===== src/rtl/core/blfb_pkg.sv =====
package blfb_pkg;

  localparam logic [2:0] ACT_CLEAR = 3'd0;
  localparam logic [2:0] ACT_PIXEL = 3'd1;
  localparam logic [2:0] ACT_BYTE  = 3'd2;
  localparam logic [2:0] ACT_LINE  = 3'd3;
  localparam logic [2:0] ACT_READ  = 3'd4;

  typedef struct packed {
    logic [2:0] action;
    logic [7:0] x_start;
    logic [7:0] y_start;
    logic [7:0] x_end;
    logic [7:0] y_end;
    logic       color;
    logic [7:0] page_index;
    logic [7:0] column_index;
    logic [7:0] byte_value;
  } req_t;

  typedef struct packed {
    logic [7:0] read_data;
    logic [2:0] done_action;
  } rsp_t;

  typedef struct packed {
    logic [7:0] x1;
    logic [7:0] y1;
    logic [7:0] x2;
    logic [7:0] y2;
  } line_t;

  typedef struct packed {
    logic [7:0] x;
    logic [7:0] y;
    logic       last;
  } point_t;

  typedef enum logic [2:0] {
    ST_CLEAR,
    ST_IDLE,
    ST_OP,
    ST_LINE_RD,
    ST_LINE_WR,
    ST_DONE
  } state_e;

  typedef enum logic [1:0] {
    WM_VERT,
    WM_HORZ,
    WM_XMAJ,
    WM_YMAJ
  } walk_mode_e;

  function automatic logic [7:0] paint(input logic [7:0] data, input logic [2:0] bit_sel,
                                       input logic color);
    logic [7:0] mask;
    mask = 8'd1 << bit_sel;
    return color ? (data & ~mask) : (data | mask);
  endfunction

endpackage


===== src/rtl/core/blfb_walk.sv =====
module blfb_walk (
  input  logic           clk_i,
  input  logic           rst_ni,
  input  logic           start_i,
  input  logic           step_i,
  input  blfb_pkg::line_t line_i,
  output blfb_pkg::point_t pt_o
);

  blfb_pkg::walk_mode_e mode_q, mode_d;
  logic [7:0] walk_x_q, walk_x_d;
  logic [7:0] walk_y_q, walk_y_d;
  logic [7:0] end_x_q, end_x_d;
  logic [7:0] end_y_q, end_y_d;
  logic [7:0] dx_q, dx_d;
  logic [7:0] dy_q, dy_d;
  logic       neg_x_q, neg_x_d;
  logic       neg_y_q, neg_y_d;
  logic signed [9:0] walk_error_q, walk_error_d;

  logic [7:0] major, minor;
  logic [7:0] next_x, next_y;
  logic signed [9:0]  err_t;
  logic signed [10:0] err2;
  logic               hit;

  assign major  = (mode_q == blfb_pkg::WM_XMAJ) ? dx_q : dy_q;
  assign minor  = (mode_q == blfb_pkg::WM_XMAJ) ? dy_q : dx_q;
  assign err_t  = walk_error_q + $signed({2'b00, minor});
  assign err2   = {err_t, 1'b0};
  assign hit    = err2 >= $signed({3'b000, major});
  assign next_x = neg_x_q ? walk_x_q - 8'd1 : walk_x_q + 8'd1;
  assign next_y = neg_y_q ? walk_y_q - 8'd1 : walk_y_q + 8'd1;

  always_comb begin
    mode_d       = mode_q;
    walk_x_d     = walk_x_q;
    walk_y_d     = walk_y_q;
    end_x_d      = end_x_q;
    end_y_d      = end_y_q;
    dx_d         = dx_q;
    dy_d         = dy_q;
    neg_x_d      = neg_x_q;
    neg_y_d      = neg_y_q;
    walk_error_d = walk_error_q;
    if (start_i) begin
      walk_error_d = '0;
      neg_x_d      = line_i.x2 < line_i.x1;
      neg_y_d      = line_i.y2 < line_i.y1;
      dx_d         = neg_x_d ? line_i.x1 - line_i.x2 : line_i.x2 - line_i.x1;
      dy_d         = neg_y_d ? line_i.y1 - line_i.y2 : line_i.y2 - line_i.y1;
      walk_x_d     = line_i.x1;
      walk_y_d     = line_i.y1;
      end_x_d      = line_i.x2;
      end_y_d      = line_i.y2;
      if (line_i.x1 == line_i.x2) begin
        mode_d   = blfb_pkg::WM_VERT;
        walk_y_d = neg_y_d ? line_i.y2 : line_i.y1;
        end_y_d  = neg_y_d ? line_i.y1 : line_i.y2;
      end else if (line_i.y1 == line_i.y2) begin
        mode_d   = blfb_pkg::WM_HORZ;
        walk_x_d = neg_x_d ? line_i.x2 : line_i.x1;
        end_x_d  = neg_x_d ? line_i.x1 : line_i.x2;
      end else begin
        mode_d = (dx_d > dy_d) ? blfb_pkg::WM_XMAJ : blfb_pkg::WM_YMAJ;
      end
    end else if (step_i) begin
      unique case (mode_q)
        blfb_pkg::WM_VERT: walk_y_d = walk_y_q + 8'd1;
        blfb_pkg::WM_HORZ: walk_x_d = walk_x_q + 8'd1;
        blfb_pkg::WM_XMAJ: begin
          walk_x_d     = next_x;
          walk_y_d     = hit ? next_y : walk_y_q;
          walk_error_d = hit ? err_t - $signed({2'b00, major}) : err_t;
        end
        blfb_pkg::WM_YMAJ: begin
          walk_y_d     = next_y;
          walk_x_d     = hit ? next_x : walk_x_q;
          walk_error_d = hit ? err_t - $signed({2'b00, major}) : err_t;
        end
      endcase
    end
  end

  always_comb begin
    pt_o.x = walk_x_q;
    pt_o.y = walk_y_q;
    unique case (mode_q)
      blfb_pkg::WM_VERT: pt_o.last = walk_y_q == end_y_q;
      blfb_pkg::WM_HORZ: pt_o.last = walk_x_q == end_x_q;
      blfb_pkg::WM_XMAJ: pt_o.last = next_x == end_x_q;
      blfb_pkg::WM_YMAJ: pt_o.last = next_y == end_y_q;
    endcase
  end

  always_ff @(posedge clk_i or negedge rst_ni) begin
    if (!rst_ni) begin
      mode_q       <= blfb_pkg::WM_VERT;
      walk_x_q     <= '0;
      walk_y_q     <= '0;
      end_x_q      <= '0;
      end_y_q      <= '0;
      dx_q         <= '0;
      dy_q         <= '0;
      neg_x_q      <= 1'b0;
      neg_y_q      <= 1'b0;
      walk_error_q <= '0;
    end else begin
      mode_q       <= mode_d;
      walk_x_q     <= walk_x_d;
      walk_y_q     <= walk_y_d;
      end_x_q      <= end_x_d;
      end_y_q      <= end_y_d;
      dx_q         <= dx_d;
      dy_q         <= dy_d;
      neg_x_q      <= neg_x_d;
      neg_y_q      <= neg_y_d;
      walk_error_q <= walk_error_d;
    end
  end

endmodule


===== config.mk =====
export PLATFORM = sky130hd
export DESIGN_NAME = blfb_walk
export DESIGN_NICKNAME = d
export VERILOG_FILES = /design/src/rtl/core/blfb_pkg.sv /design/src/rtl/core/blfb_walk.sv
export SDC_FILE = /design/constraint.sdc
export NUM_CORES = 1
export LEC_CHECK = 0
export BUFFER_PORTS_ARGS = -buffer_cell sky130_fd_sc_hd__buf_2
export CORE_UTILIZATION = 55
export DETAILED_ROUTE_END_ITERATION = 10
export HOLD_SLACK_MARGIN = 0.02
export PLACE_DENSITY_LB_ADDON = 0.12
export SLEW_MARGIN = 40
export SYNTH_ARGS = -nofsm -noshare
export SYNTH_HDL_FRONTEND = slang
export SYNTH_SLANG_ARGS = --single-unit

===== constraint.sdc =====
create_clock -name clk_i -period 5.7 [get_ports clk_i]
set_input_delay 0.57 -clock clk_i [delete_from_list [all_inputs] [get_ports clk_i]]
set_output_delay 0.57 -clock clk_i [all_outputs]
set_load 0.02 [all_outputs]

### Word-level counts from Yosys, hierarchy flattened

Cells that the tools add are included.

| word-level totals | value |
|---|---|
| memories kept | 0 |
| output and inout port bits | 17 |
| latch bits | 0 |
| word-level logic and storage cells | 76 |
| flip-flop bits (word level) | 62 |
| bits in read-only memories | 0 |
| RAM bits | 0 |

| operators by class | value |
|---|---|
| shifts and indexed selects | 0 |
| $mul | 0 |
| order comparisons | 4 |
| add/sub/neg operators | 10 |
| bitwise operators | 0 |
| equal/unequal tests | 11 |
| reductions and logical operators | 9 |
| div/mod/pow operators | 0 |
| muxes and demuxes | 32 |

Operators with widths:

| cell | number |
|---|---|
| $mux W8 | 22 |
| $eq A8 B8 Y1 | 6 |
| $pmux W8 S3 | 2 |
| $mux W10 | 4 |
| $sub A8 B8 Y8 | 4 |
| $add A8 B1 Y8 const B | 2 |
| $lt A8 B8 Y1 | 2 |
| $sub A8 B1 Y8 const B | 2 |
| $ge A11 B9 Y1 | 1 |
| $add A10 B9 Y10 | 1 |
| $sub A10 B9 Y10 | 1 |
| $gt A8 B8 Y1 | 1 |
| $reduce_bool A4 Y1 | 2 |
| $ne A3 B3 Y1 const B | 2 |
| $reduce_and A3 Y1 | 2 |
| $eq A2 B2 Y1 const B | 2 |
| $mux W2 | 2 |
| $pmux W1 S4 | 1 |
| $reduce_bool A2 Y1 | 2 |
| $eq A2 B1 Y1 const B | 1 |
| $logic_not A2 Y1 | 1 |
| $reduce_and A2 Y1 | 1 |
| $reduce_or A2 Y1 | 1 |
| $mux W1 | 1 |

### Depth between registers and ports, before layout

Gate-level depths: netlist of the first run.

| depth | value |
|---|---|
| depth in word-level cells | 8 |
| depth in mapped cells | 22 |
| depth with buffers taken out | 18 |

### Least setup slack after synthesis of the first run

OpenSTA, ideal clock, no wires.

| path | value |
|---|---|
| path kind | register to register |
| start point | register mode_q[0] |
| end point | register walk_y_q[2] |
| path slack | 0.994 ns |
| arrival time | 4.557 ns |
| buffers on the path | 5 |
| cell stages (with the launch flop) | 23 |
| period minus slack after synthesis | 4.706 ns |
| path through | dfrtp_1 -> inv_1 -> ha_1 -> buf_2 -> clkbuf_1 -> buf_1 -> mux2_2 -> ha_1 -> inv_1 -> fa_1 -> nor2b_4 -> o31a_1 -> o21a_1 -> nor2_1 -> xnor2_1 -> ha_1 -> and2_1 -> a2111o_1 -> buf_6 -> and2_4 -> buf_6 -> a2111oi_2 -> a311oi_1 |

| between the ends | value |
|---|---|
| cells in the longest elaborated chain, start to end | 6 |

RTL lines:

| element | line | text |
|---|---|---|
| from (decl) | blfb_walk.sv:10 | `blfb_pkg::walk_mode_e mode_q, mode_d;` |
| from (signal assigned) | blfb_walk.sv:98 | `mode_q <= blfb_pkg::WM_VERT;` |
| from (signal assigned) | blfb_walk.sv:109 | `mode_q <= mode_d;` |
| $eq A2 B2 Y1 | blfb_walk.sv:27, blfb_walk.sv:28, blfb_walk.sv:68 |  |
| $mux W8 | blfb_walk.sv:28 | `assign minor = (mode_q == blfb_pkg::WM_XMAJ) ? dy_q : dx_q;` |
| $add A10 B9 Y10 | blfb_walk.sv:29 | `assign err_t = walk_error_q + $signed({2'b00, minor});` |
| $ge A11 B9 Y1 | blfb_walk.sv:31 | `assign hit = err2 >= $signed({3'b000, major});` |
| $ne A3 B3 Y1 (no source line) | - |  |
| $reduce_and A3 Y1 (no source line) | - |  |
| to (signal assigned) | blfb_walk.sv:111 | `walk_y_q <= walk_y_d;` |
| to (decl) | blfb_walk.sv:12 | `logic [7:0] walk_y_q, walk_y_d;` |

Several ways; a longest one is shown, not always the timed one. The select of a mux whose other input is x is not followed.
A chain may end at the register's enable or synchronous reset.

### Worst setup path after layout of the first run

| path | value |
|---|---|
| start point | register mode_q[1] |
| end point | register walk_x_q[5] |

| between the ends | value |
|---|---|
| cells in the longest elaborated chain, start to end | 6 |

RTL lines:

| element | line | text |
|---|---|---|
| $eq A2 B2 Y1 | blfb_walk.sv:27, blfb_walk.sv:28, blfb_walk.sv:68 |  |
| $mux W8 | blfb_walk.sv:28 |  |
| $add A10 B9 Y10 | blfb_walk.sv:29 |  |
| $ge A11 B9 Y1 | blfb_walk.sv:31 |  |
| $ne A3 B3 Y1 (no source line) | - |  |
| $reduce_and A3 Y1 (no source line) | - |  |
| to (signal assigned) | blfb_walk.sv:110 | `walk_x_q <= walk_x_d;` |
| to (decl) | blfb_walk.sv:11 | `logic [7:0] walk_x_q, walk_x_d;` |

Several ways; a longest one is shown, not always the timed one. The select of a mux whose other input is x is not followed.

==> results of run 1 <==
-- final timing paths --
path                                 startpoint               to  slack [ps]  cells past startpoint
worst max-delay path                  mode_q[1]      walk_x_q[5]         920                     15
worst min-delay path                     rst_ni  walk_error_q[7]         300                      2
worst max register to register        mode_q[1]      walk_x_q[5]         920                     15
worst min register to register  walk_error_q[6]  walk_error_q[6]         500                      2
max in group asynchronous                rst_ni       end_x_q[4]        4980                      2
min in group clk_i              walk_error_q[6]  walk_error_q[6]         500                      2
-- routing by layer --
layer	GRT usage (%)	vias up
met1	40.4	2784
met4	7.11	0
met2	43.6	158
li1	-	2826
met5	0	-
met3	3.44	18
-- report_power, final --
group	internal [W]	switching [W]
registers	0.000536	0.000155
clock network	0.000352	0.000203
logic	0.000896	0.00121
-- cell families after synthesis --
kind of cell               after synthesis
AOI/OAI and AO/OA                      215
xor gates and xnor gates                55
adders and majority gates               74
buffers and inverters                   98
DFF                                     62
muxes                                   81
and+or+nand+nor                        185
-- worst max-delay path: cells and delay by family, from the launching register on --
kind                       cells  cell delay, ps
AOI/OAI and AO/OA              7            1980
xor gates and xnor gates       1             250
adders and majority gates      3             990
buffers and inverters          1             410
DFF                            1             470
muxes                          1             390
and+or+nand+nor                2             180
-- cell type report --
cell class,count,share of cell area (%)
Clock buffer,10,3.35
Clock inverter,6,0.963
Inverter,59,3.10
Multi-Input combinational cell,610,64.1
Sequential cell,62,21.7
Tap cell,143,2.50
Timing Repair Buffer,57,4.22
-- synth_stat cells (all sizes together), types with 4 or more instances --
master	number	share of area, %
mux2	25	4.3
mux2i	56	8.6
clkbuf	31	1.8
o211ai	8	0.92
o21a	5	0.58
a21boi	4	0.52
nand2	60	3.5
a211oi	5	0.58
o31a	6	0.81
ha	68	13
o31ai	6	0.69
dfrtp	62	24
inv	59	3.4
and3	5	0.56
nor2	54	3.2
o21bai	4	0.46
nor3	6	0.46
a31oi	17	1.6
xor2	20	2.7
xnor2	35	4.7
nand3	17	1.3
nor2b	9	0.98
a21oi	59	4.5
o21ai	55	4.2
nand4	8	0.77
nor4	5	0.48
buf	8	0.73
and2	6	0.62
a21o	12	1.4
fa	6	1.8
-- stage by stage --
step,setup WS (ps),total power (W)
after floorplan,994,0.00231
after detailed placement,985,0.00276
after global routing,567,0.00359
after CTS,970,0.00333
after global placement,1190,0.00270
final,917,0.00335
-- state kept, by name, summed over array words and instances (netlist names) --
signal	count
walk_y_q	8
walk_x_q	8
end_y_q	8
neg_y_q	1
dy_q	8
mode_q	2
neg_x_q	1
dx_q	8
walk_error_q	10
end_x_q	8
==> summary.md, run 1 <==
| Metric | Value |
|---|---|
| WL/cell | `17.7 µm` |
| Post-synthesis simple-gate area fraction | `13.5%` |
| Post-CTS Resized | `0` |
| Share of post-route cells with drive strength above 1 | `14.2%` |
| Clock skew | `7.91 ps` |
| CTS tree | `done` |
| Top-Level Pins | `53` |
| Clock tree root buffer cell | `clkbuf_16` |
| Critical path arrival | `4990 ps` |
| Final Hold Fails | `0` |
| EDFF count, synth | `0` |
| Ant. Diodes | `0` |
| Final Util | `62.3%` |
| Fin Setup TNS | `0 ps` |
| Crit-path cells | `ha_1, buf_4, mux2_2, ha_1, o21a_1, o31a_1, o21a_1, nor2_1, xnor2_1, ha_1, a21o_1, a2111o_1, a21boi_2, nor4_1, o31a_1` |
| Die X-Extent | `111 µm` |
| First-pass iteration count of the detailed router | `5` |
| WS Path Type | `reg -> reg` |
| H-tree depth | `3` |
| Largest family of logic cells by synthesized area | `compound AO/OA/AOI/OAI gates` |
| Final HPWL DP | `12900 µm` |
| Final Setup Violations | `0` |
| Drt drc | `0` |
| FP Rows | `39` |
| Grt ovf | `0` |
| Drt initial violations | `379` |
| Area after DPL | `0.00683 mm²` |
| Synth Flop Type | `dfrtp_1` |
| Async SR Flop Fraction | `100%` |
| Wl on met1 | `8060 µm` |
| Highest metal used | `met4` |
| Antenna violations before repair | `0` |
| Routed vias | `5786` |
| Clk pin slew, worst setup/hold paths | `60 ps` |
| Total clock sinks | `62` |
| Final Non-Filler Cells | `947` |
| Power density over cell area | `469 mW/mm²` |
| Synth Warn # | `0` |
| Worst Hold Class | `in -> async` |
| First-pass GRT wire length | `27600 µm` |
| Max-Cap Viols | `0` |
| Fin Hold WS | `303 ps` |
| Port bufs | `52` |
| CTS Buffer Depth | `2` |
| Final Routed Wirelength | `16800 µm` |
| Starting density of the core | `56.8%` |
| Total Die Area | `0.0123 mm²` |
| Seq. cell area | `0.00155 mm²` |
| Crit path required time | `5910 ps` |
| Slew @ Worst Pin | `785 ps` |
| Area growth, synth to finish | `9.75%` |
| Finished layout cell area | `0.00714 mm²` |
| Syn Nets | `880` |
| Slew Limit Fails | `0` |
| Outcome | `finished, final reports clean` |
| Crit path max fanout | `32` |
| Fmax | `209 MHz` |
| Critical path's slowest cell | `a21boi_2` |
| Num CTS Buffers | `9` |
| Pin count of the biggest net entering global routing | `69` |
| Register area share after synthesis | `23.8%` |
| Critical Path Source Type | `flip-flop` |
| Synthesized area | `0.00651 mm²` |
| Critical path's largest stage delay | `560 ps` |
| Cts hold-fix bufs | `0` |
| Remaining antenna violation count after routing | `0` |
| Tmin final | `4780 ps` |
| Core area | `0.0115 mm²` |
| Slew HR | `47.7%` |
| Complex-gate fraction of the synthesized area | `21.5%` |
| Most frequent cells in the layout | `ha_1, dfrtp_1, nand2_1` |
| Clk_lat worst skew | `330 ps` |
| Post-CTS setup repair buffer count | `0` |
| Synth Area in XOR/XNOR | `7.40%` |
| Distinct cell type count of the synthesized netlist | `70` |
| DIE HEIGHT | `111 µm` |
| Multi-input logic area | `0.00458 mm²` |
| LEAKAGE | `3.22 nW` |
| Cells after DPL | `931` |
| Worst Setup End Kind | `flip-flop` |
| RSZ-0062 raised after global routing | `no` |
| Met2 wire len | `7680 µm` |
| Cell repeated most along the worst path | `ha_1` |
| Avg Cell Area, Syn | `8.45 µm²` |
| Peak supply drop | `0.446 mV` |
| Number of fill cells | `1027` |
| Placer Congestion | `0.922` |
| Post-Syn Instances | `770` |
| Nets@finish | `909` |
| Post-synthesis register bit count | `62` |
| Vias in the first global route | `5478` |
| Multiplexer area fraction after synthesis | `12.9%` |
| Routed vias/inst | `6.11` |
| Routed wl met3 | `813 µm` |
| Most common cell after layout, fill and taps aside | `ha_1` |
| Tcrit/Tclk final | `83.9%` |
| GRT Total Usage | `27.8%` |
| Post-Synth Adder-Cell Area | `14.9%` |
(Power assumes the default switching activity.)
==> inputs of run 2 (changes only) <==
==> constraint.sdc (replaced) <==
create_clock -name clk_i -period 4.5 [get_ports clk_i]
set_input_delay 0.45 -clock clk_i [delete_from_list [all_inputs] [get_ports clk_i]]
set_output_delay 0.45 -clock clk_i [all_outputs]
set_load 0.02 [all_outputs]
==> summary.md, run 2 (synthesis results as in run 1) <==
| Metric | Value |
|---|---|
| Outcome | `finished, final reports clean` |
| Pre-CTS setup slack | `22.3 ps (-963 ps)` |
| Final Util | `63.0% (+0.72 points)` |
| Clk_lat worst skew | `340 ps (about the same)` |
| Pin count of the biggest net entering global routing | `63 (-8.7%)` |
| Core area | `0.0115 mm² (unchanged)` |
| Share of power burned in registers | `20.1% (-0.6 points)` |
| Power density over cell area | `607 mW/mm² (+30%)` |
| Peak supply drop | `0.592 mV (+33%)` |
| Drt initial violations | `448 (+18%)` |
| GR Layer Usage met3 | `3.77% (+0.33 points)` |
| RSZ-0062 raised after global routing | `no` |
| Slew @ Worst Pin | `908 ps (+124 ps)` |
| Fmax | `234 MHz (+12%)` |
| Tcrit/Tclk final | `94.8% (+11 points)` |
| First-pass iteration count of the detailed router | `5 (unchanged)` |
| Final HPWL DP | `13500 µm (+4.1%)` |
| Critical path arrival | `4460 ps (-530 ps)` |
| FP Rows | `39 (unchanged)` |
| Final Setup Violations | `0 (unchanged)` |
| Die X-Extent | `111 µm (unchanged)` |
| Drt drc | `0 (unchanged)` |
| Tmin final | `4260 ps (-518 ps)` |
| Most frequent cells in the layout | `ha_1, dfrtp_1, nand2_1` |
| Crit path max fanout | `8 (-75%)` |
| LEAKAGE | `3.26 nW (+1.4%)` |
| Most common cell after layout, fill and taps aside | `ha_1` |
| Int Pwr | `0.00238 W (+33%)` |
| Comb power frac | `63.2% (+0.4 points)` |
| Starting density of the core | `56.8% (unchanged)` |
| Num CTS Buffers | `9 (unchanged)` |
| GR Util met1 | `41.9% (+1.5 points)` |
| Clk pin slew, worst setup/hold paths | `50 ps (about the same)` |
| Worst Setup End Kind | `flip-flop` |
| Total Die Area | `0.0123 mm² (unchanged)` |
| Vias in the first global route | `5500 (+0.40%)` |
| WS Path Type | `reg -> reg` |
| Largest Register | `walk_error_q` |
| Switch Pwr | `0.00201 W (+29%)` |
| DIE HEIGHT | `111 µm (unchanged)` |
| Placer Congestion | `0.907 (-1.6%)` |
| Switching power share of the total | `45.8% (-0.85 points)` |
| H-tree depth | `3 (unchanged)` |
| CTS tree | `done` |
| Critical Path Source Type | `flip-flop` |
| Final Hold Fails | `0 (unchanged)` |
| Slew HR | `39.4% (-8.2 points)` |
| Share of post-route cells with drive strength above 1 | `15.5% (+1.3 points)` |
| Antenna violations before repair | `0 (unchanged)` |
| Max-Cap Viols | `0 (unchanged)` |
| First-pass GRT wire length | `28200 µm (+1.9%)` |
| Final Routed Wirelength | `17300 µm (+3.2%)` |
| Top-Level Pins | `53 (unchanged)` |
| GRT met2 Usage | `43.4% (-0.25 points)` |
| Setup ws final | `235 ps (-682 ps)` |
| Nets@finish | `916 (+0.77%)` |
| Ant. Diodes | `0 (unchanged)` |
| Port bufs | `52 (unchanged)` |
| Routed vias | `5895 (+1.9%)` |
| GRT Total Usage | `28.7% (+0.87 points)` |
| Area growth, synth to finish | `11.0%` |
| Clock share of power | `16.7% (about the same)` |
| Clock skew | `7.41 ps (-0.496 ps)` |
| Total clock sinks | `62 (unchanged)` |
| Grt ovf | `0 (unchanged)` |
| Worst Hold Class | `in -> async` |
| Routed vias/inst | `6.19 (+1.3%)` |
| Fin Setup TNS | `0 ps (unchanged)` |
| CTS Buffer Depth | `2 (unchanged)` |
| Crit path required time | `4700 ps (-1210 ps)` |
| Cts hold-fix bufs | `0 (unchanged)` |
| Number of fill cells | `1001 (-2.5%)` |
| Largest register FFs | `10 (unchanged)` |
| WL/cell | `18.2 µm (+2.7%)` |
| Remaining antenna violation count after routing | `0 (unchanged)` |
| Slew Limit Fails | `0 (unchanged)` |
| Clock tree root buffer cell | `clkbuf_16` |
| Layer with the highest usage | `met2` |
==> run 2: cell types whose count changed in the layout (fill, tap and decap cells not counted), sizes merged <==
cell	delta
buf	+7
bufinv	+1
clkinv	-2
inv	-1
==> run 2: path summary, 6_finish.rpt <==
path | slack (ps) | cells after the start | to | from
worst min register to register | 510 | 2 | walk_error_q[7] | walk_error_q[7]
worst max register to register | 240 | 16 | walk_error_q[8] | mode_q[0]
min in group clk_i | 450 | 3 | end_x_q[7] | line_i[31]
worst min-delay path | 180 | 2 | walk_x_q[4] | rst_ni
max in group asynchronous | 3870 | 2 | mode_q[1] | rst_ni
worst max-delay path | 240 | 16 | walk_error_q[8] | mode_q[0]
==> run 2: cell type report <==
class,count,area (µm²),share of cell area (%)
Multi-Input combinational cell,610,4610,63.8
Sequential cell,62,1550,21.5
Inverter,59,221,3.06
Clock buffer,10,239,3.31
Tap cell,143,179,2.48
Timing Repair Buffer,64,354,4.90
Clock inverter,4,72.6,1.00
==> run 2: metrics by stage <==
stage / hold slack, ps / total power [W] / std cells / cell area (µm²)
finish: 183 / 0.00439 / 952 / 7230
global route: 235 / 0.00471 / 952 / 7230
floorplan: 154 / 0.00293 / 770 / 6510
global placement: 474 / 0.00344 / 936 / 6860
detailed placement: 492 / 0.00353 / 936 / 6860
CTS: 320 / 0.00429 / 950 / 7180
==> run 2: routing by layer <==
layer | up-vias | share of wire (%)
met3 | 31 | 5.9
met2 | 181 | 44
met5 | - | 0
met4 | 0 | 2.3
met1 | 2836 | 48
li1 | 2847 | -
==> run 2: worst max-delay path: stages (launching register included) <==
cell and delay (ps):
dfrtp_1 400, inv_1 70, ha_1 190, buf_4 180, mux2_2 340, ha_1 350, nor2b_4 150, o31a_1 280
o21a_1 190, nor2_2 120, xnor2_2 150, ha_1 290, a21o_1 160, a2111o_2 500, and4_1 240, o311ai_0 350
o41ai_1 140
==> run 2: power by group through the flow <==
stage	clock [W]	combinational [W]	sequential, W
finish	0.000734	0.00277	0.000881
global route	0.000762	0.00304	0.000904
CTS	0.000742	0.00267	0.000875
detailed placement	0	0.00265	0.000882
global placement	0	0.00257	0.000873
floorplan	0	0.00209	0.000833
==> run 2: repair_timing <==
item	CTS	global route
cloned	0	0
pin swaps	1	2
gates resized for setup	0	10
endpoints found under the setup margin	1	18
buffers inserted	0	2
==> inputs of run 3 (changes only) <==
--- a/config.mk
+++ b/config.mk
@@ -6,7 +6,7 @@
 export NUM_CORES = 1
 export LEC_CHECK = 0
 export BUFFER_PORTS_ARGS = -buffer_cell sky130_fd_sc_hd__buf_2
-export CORE_UTILIZATION = 55
+export CORE_UTILIZATION = 31
 export DETAILED_ROUTE_END_ITERATION = 10
 export HOLD_SLACK_MARGIN = 0.02
 export PLACE_DENSITY_LB_ADDON = 0.12
==> summary.md, run 3 (synthesis results as in run 1) <==
| Metric | Value |
|---|---|
| Port bufs | `52 (unchanged)` |
| Clock skew | `8.22 ps (+0.802 ps)` |
| Peak supply drop | `0.216 mV (-64%)` |
| Pre-CTS setup slack | `-6.72 ps (-29.0 ps)` |
| Tcrit/Tclk final | `95.1% (+0.30 points)` |
| Largest Register | `walk_error_q` |
| Critical path's largest stage delay | `560 ps (+60 ps)` |
| Final Util | `36.2% (-27 points)` |
| Tmin final | `4280 ps (+13.3 ps)` |
| First-pass iteration count of the detailed router | `5 (unchanged)` |
| CTS tree | `done` |
| Worst r2r src | `mode_q[0]` |
| Final Hold Fails | `0 (unchanged)` |
| Clock tree root buffer cell | `clkbuf_16` |
| H-tree depth | `3 (unchanged)` |
| CTS Buffer Depth | `2 (unchanged)` |
| Starting density of the core | `31.9% (-25 points)` |
| Vias in the first global route | `5426 (-1.3%)` |
| R2R Setup Slk | `220 ps (about the same)` |
| Fmax | `234 MHz (-0.31%)` |
| Grt ovf | `0 (unchanged)` |
| Switching power share of the total | `46.8% (+0.92 points)` |
| Nets@finish | `917 (+0.11%)` |
| Routed vias/inst | `5.24 (-15%)` |
| Tot Pwr | `0.00442 W (+0.68%)` |
| WL/cell | `17.3 µm (-4.8%)` |
| Crit path max fanout | `11 (+3)` |
| Worst Setup End Kind | `flip-flop` |
| Crit-path cells | `inv_1, ha_4, mux2_2, ha_1, inv_1, fa_2, nor2b_4, o31a_1, o21a_1, nor2_2, xnor2_2, ha_1, and2_1, a2111o_2, and2_4, a2111oi_2, a311oi_1` |
| Drt initial violations | `334 (-25%)` |
| LEAKAGE | `3.26 nW (about the same)` |
| Finished layout cell area | `0.00739 mm² (+2.3%)` |
| Clk pin slew, worst setup/hold paths | `50 ps (about the same)` |
| RR Endpoint | `walk_y_q[4]` |
| Share of post-route cells with drive strength above 1 | `15.1% (-0.30 points)` |
| WS Path Type | `reg -> reg` |
| Switch Pwr | `0.00207 W (+2.7%)` |
| Family with the most delay on the worst path | `compound AO/OA/AOI/OAI gates` |
| Worst Hold Class | `in -> async` |
| Slew @ Worst Pin | `806 ps (-103 ps)` |
| Crit path required time | `4680 ps (-20 ps)` |
| Antenna violations before repair | `0 (unchanged)` |
| Area after DPL | `0.00703 mm² (+2.5%)` |
| Die X-Extent | `147 µm (+33%)` |
| Power density over cell area | `597 mW/mm² (-1.6%)` |
| Most frequent cells in the layout | `ha_1, dfrtp_1, nand2_1` |
| Total clock sinks | `62 (unchanged)` |
| Final Routed Wirelength | `18700 µm (+8.1%)` |
| Setup ws final | `222 ps (-13.3 ps)` |
| DIE HEIGHT | `147 µm (+33%)` |
| Area growth, synth to finish | `13.6%` |
| Num CTS Buffers | `9 (unchanged)` |
| Drt drc | `0 (unchanged)` |
| Int Pwr | `0.00235 W (-1.0%)` |
| Top-Level Pins | `53 (unchanged)` |
| Remaining antenna violation count after routing | `0 (unchanged)` |
| Routed vias | `5672 (-3.8%)` |
| Outcome | `finished, final reports clean` |
| Comb power frac | `63.9% (+0.7 points)` |
| Pin count of the biggest net entering global routing | `68 (+7.9%)` |
| FP Rows | `52 (+33%)` |
| Clock share of power | `16.3% (-0.4 points)` |
| Final HPWL DP | `14700 µm (+8.9%)` |
| Slew Limit Fails | `0 (unchanged)` |
| Clk_lat worst skew | `340 ps (about the same)` |
| GRT Total Usage | `17.5% (-11 points)` |
| Final Setup Violations | `0 (unchanged)` |
| Fin Setup TNS | `0 ps (unchanged)` |
| Share of power burned in registers | `19.9% (-0.2 points)` |
| RSZ-0062 raised after global routing | `no` |
| Slew HR | `46.3% (+6.8 points)` |
| CP Buf/Inv Count | `2 (unchanged)` |
| Placer Congestion | `0.911 (+0.44%)` |
| Core area | `0.0204 mm² (+78%)` |
| Largest register FFs | `10 (unchanged)` |
| Critical path's slowest cell | `a2111o_2` |
| Ant. Diodes | `0 (unchanged)` |
| Max-Cap Viols | `0 (unchanged)` |
| Most common cell after layout, fill and taps aside | `ha_1` |
| Total Die Area | `0.0216 mm² (+76%)` |
| Critical Path Source Type | `flip-flop` |
| Critical path arrival | `4460 ps (about the same)` |
| Cells on worst reg2reg path | `17 (+1)` |
| First-pass GRT wire length | `29600 µm (+5.2%)` |
==> run 3: repair_timing <==
item,in CTS,in global routing
pin swaps,0,2
cloned,0,1
endpoints found under the setup margin,1,19
buffers inserted,0,1
resized for setup,1,11
hold buffers,0,0
==> run 3: area by class of cell <==
| class | count | area, µm² |
|---|---|---|
| sequential | 62 | 1550 |
| fill | 2155 | 13000 |
| clock buffer | 13 | 260 |
| inverter | 59 | 221 |
| tap | 270 | 338 |
| timing repair buffer | 64 | 360 |
| clock inverter | 3 | 42.5 |
| multi-input combinational | 611 | 4620 |
==> run 3: routing by layer <==
metal	wire length [µm]	track usage, %
met2	8470	27.1
met5	0	0
met3	472	1.89
met1	9520	25.4
met4	250	5.26
==> run 3: how the worst max path moves through the flow <==
stage                     cells after the start           to  slack (ps)       from
after floorplan                              20  walk_y_q[2]          10  mode_q[0]
after global placement                       16  walk_y_q[4]         160  mode_q[0]
after detailed placement                     16  walk_y_q[4]          -7  mode_q[0]
after CTS                                    17  walk_y_q[4]          30  mode_q[0]
after global routing                         17  walk_y_q[4]          30  mode_q[0]
final                                        17  walk_y_q[4]         220  mode_q[0]
==> run 3: per-stage QoR <==
| stage | instances | hold slack (ps) |
|---|---|---|
| 2_1_floorplan | 770 | 154 |
| 6_report | 1082 | 89.0 |
| 3_5_place_dp | 1064 | 473 |
| 4_1_cts | 1080 | 109 |
| 5_1_grt | 1082 | 127 |
| 3_3_place_gp | 1064 | 488 |
==> run 3: power by group through the flow <==
stage | sequential (W) | clock [W] | combinational (W)
after CTS | 0.000875 | 0.000730 | 0.00271
after global routing | 0.000906 | 0.000757 | 0.00312
after detailed placement | 0.000884 | 0 | 0.00269
after floorplan | 0.000833 | 0 | 0.00209
after global placement | 0.000885 | 0 | 0.00263
final | 0.000878 | 0.000719 | 0.00282
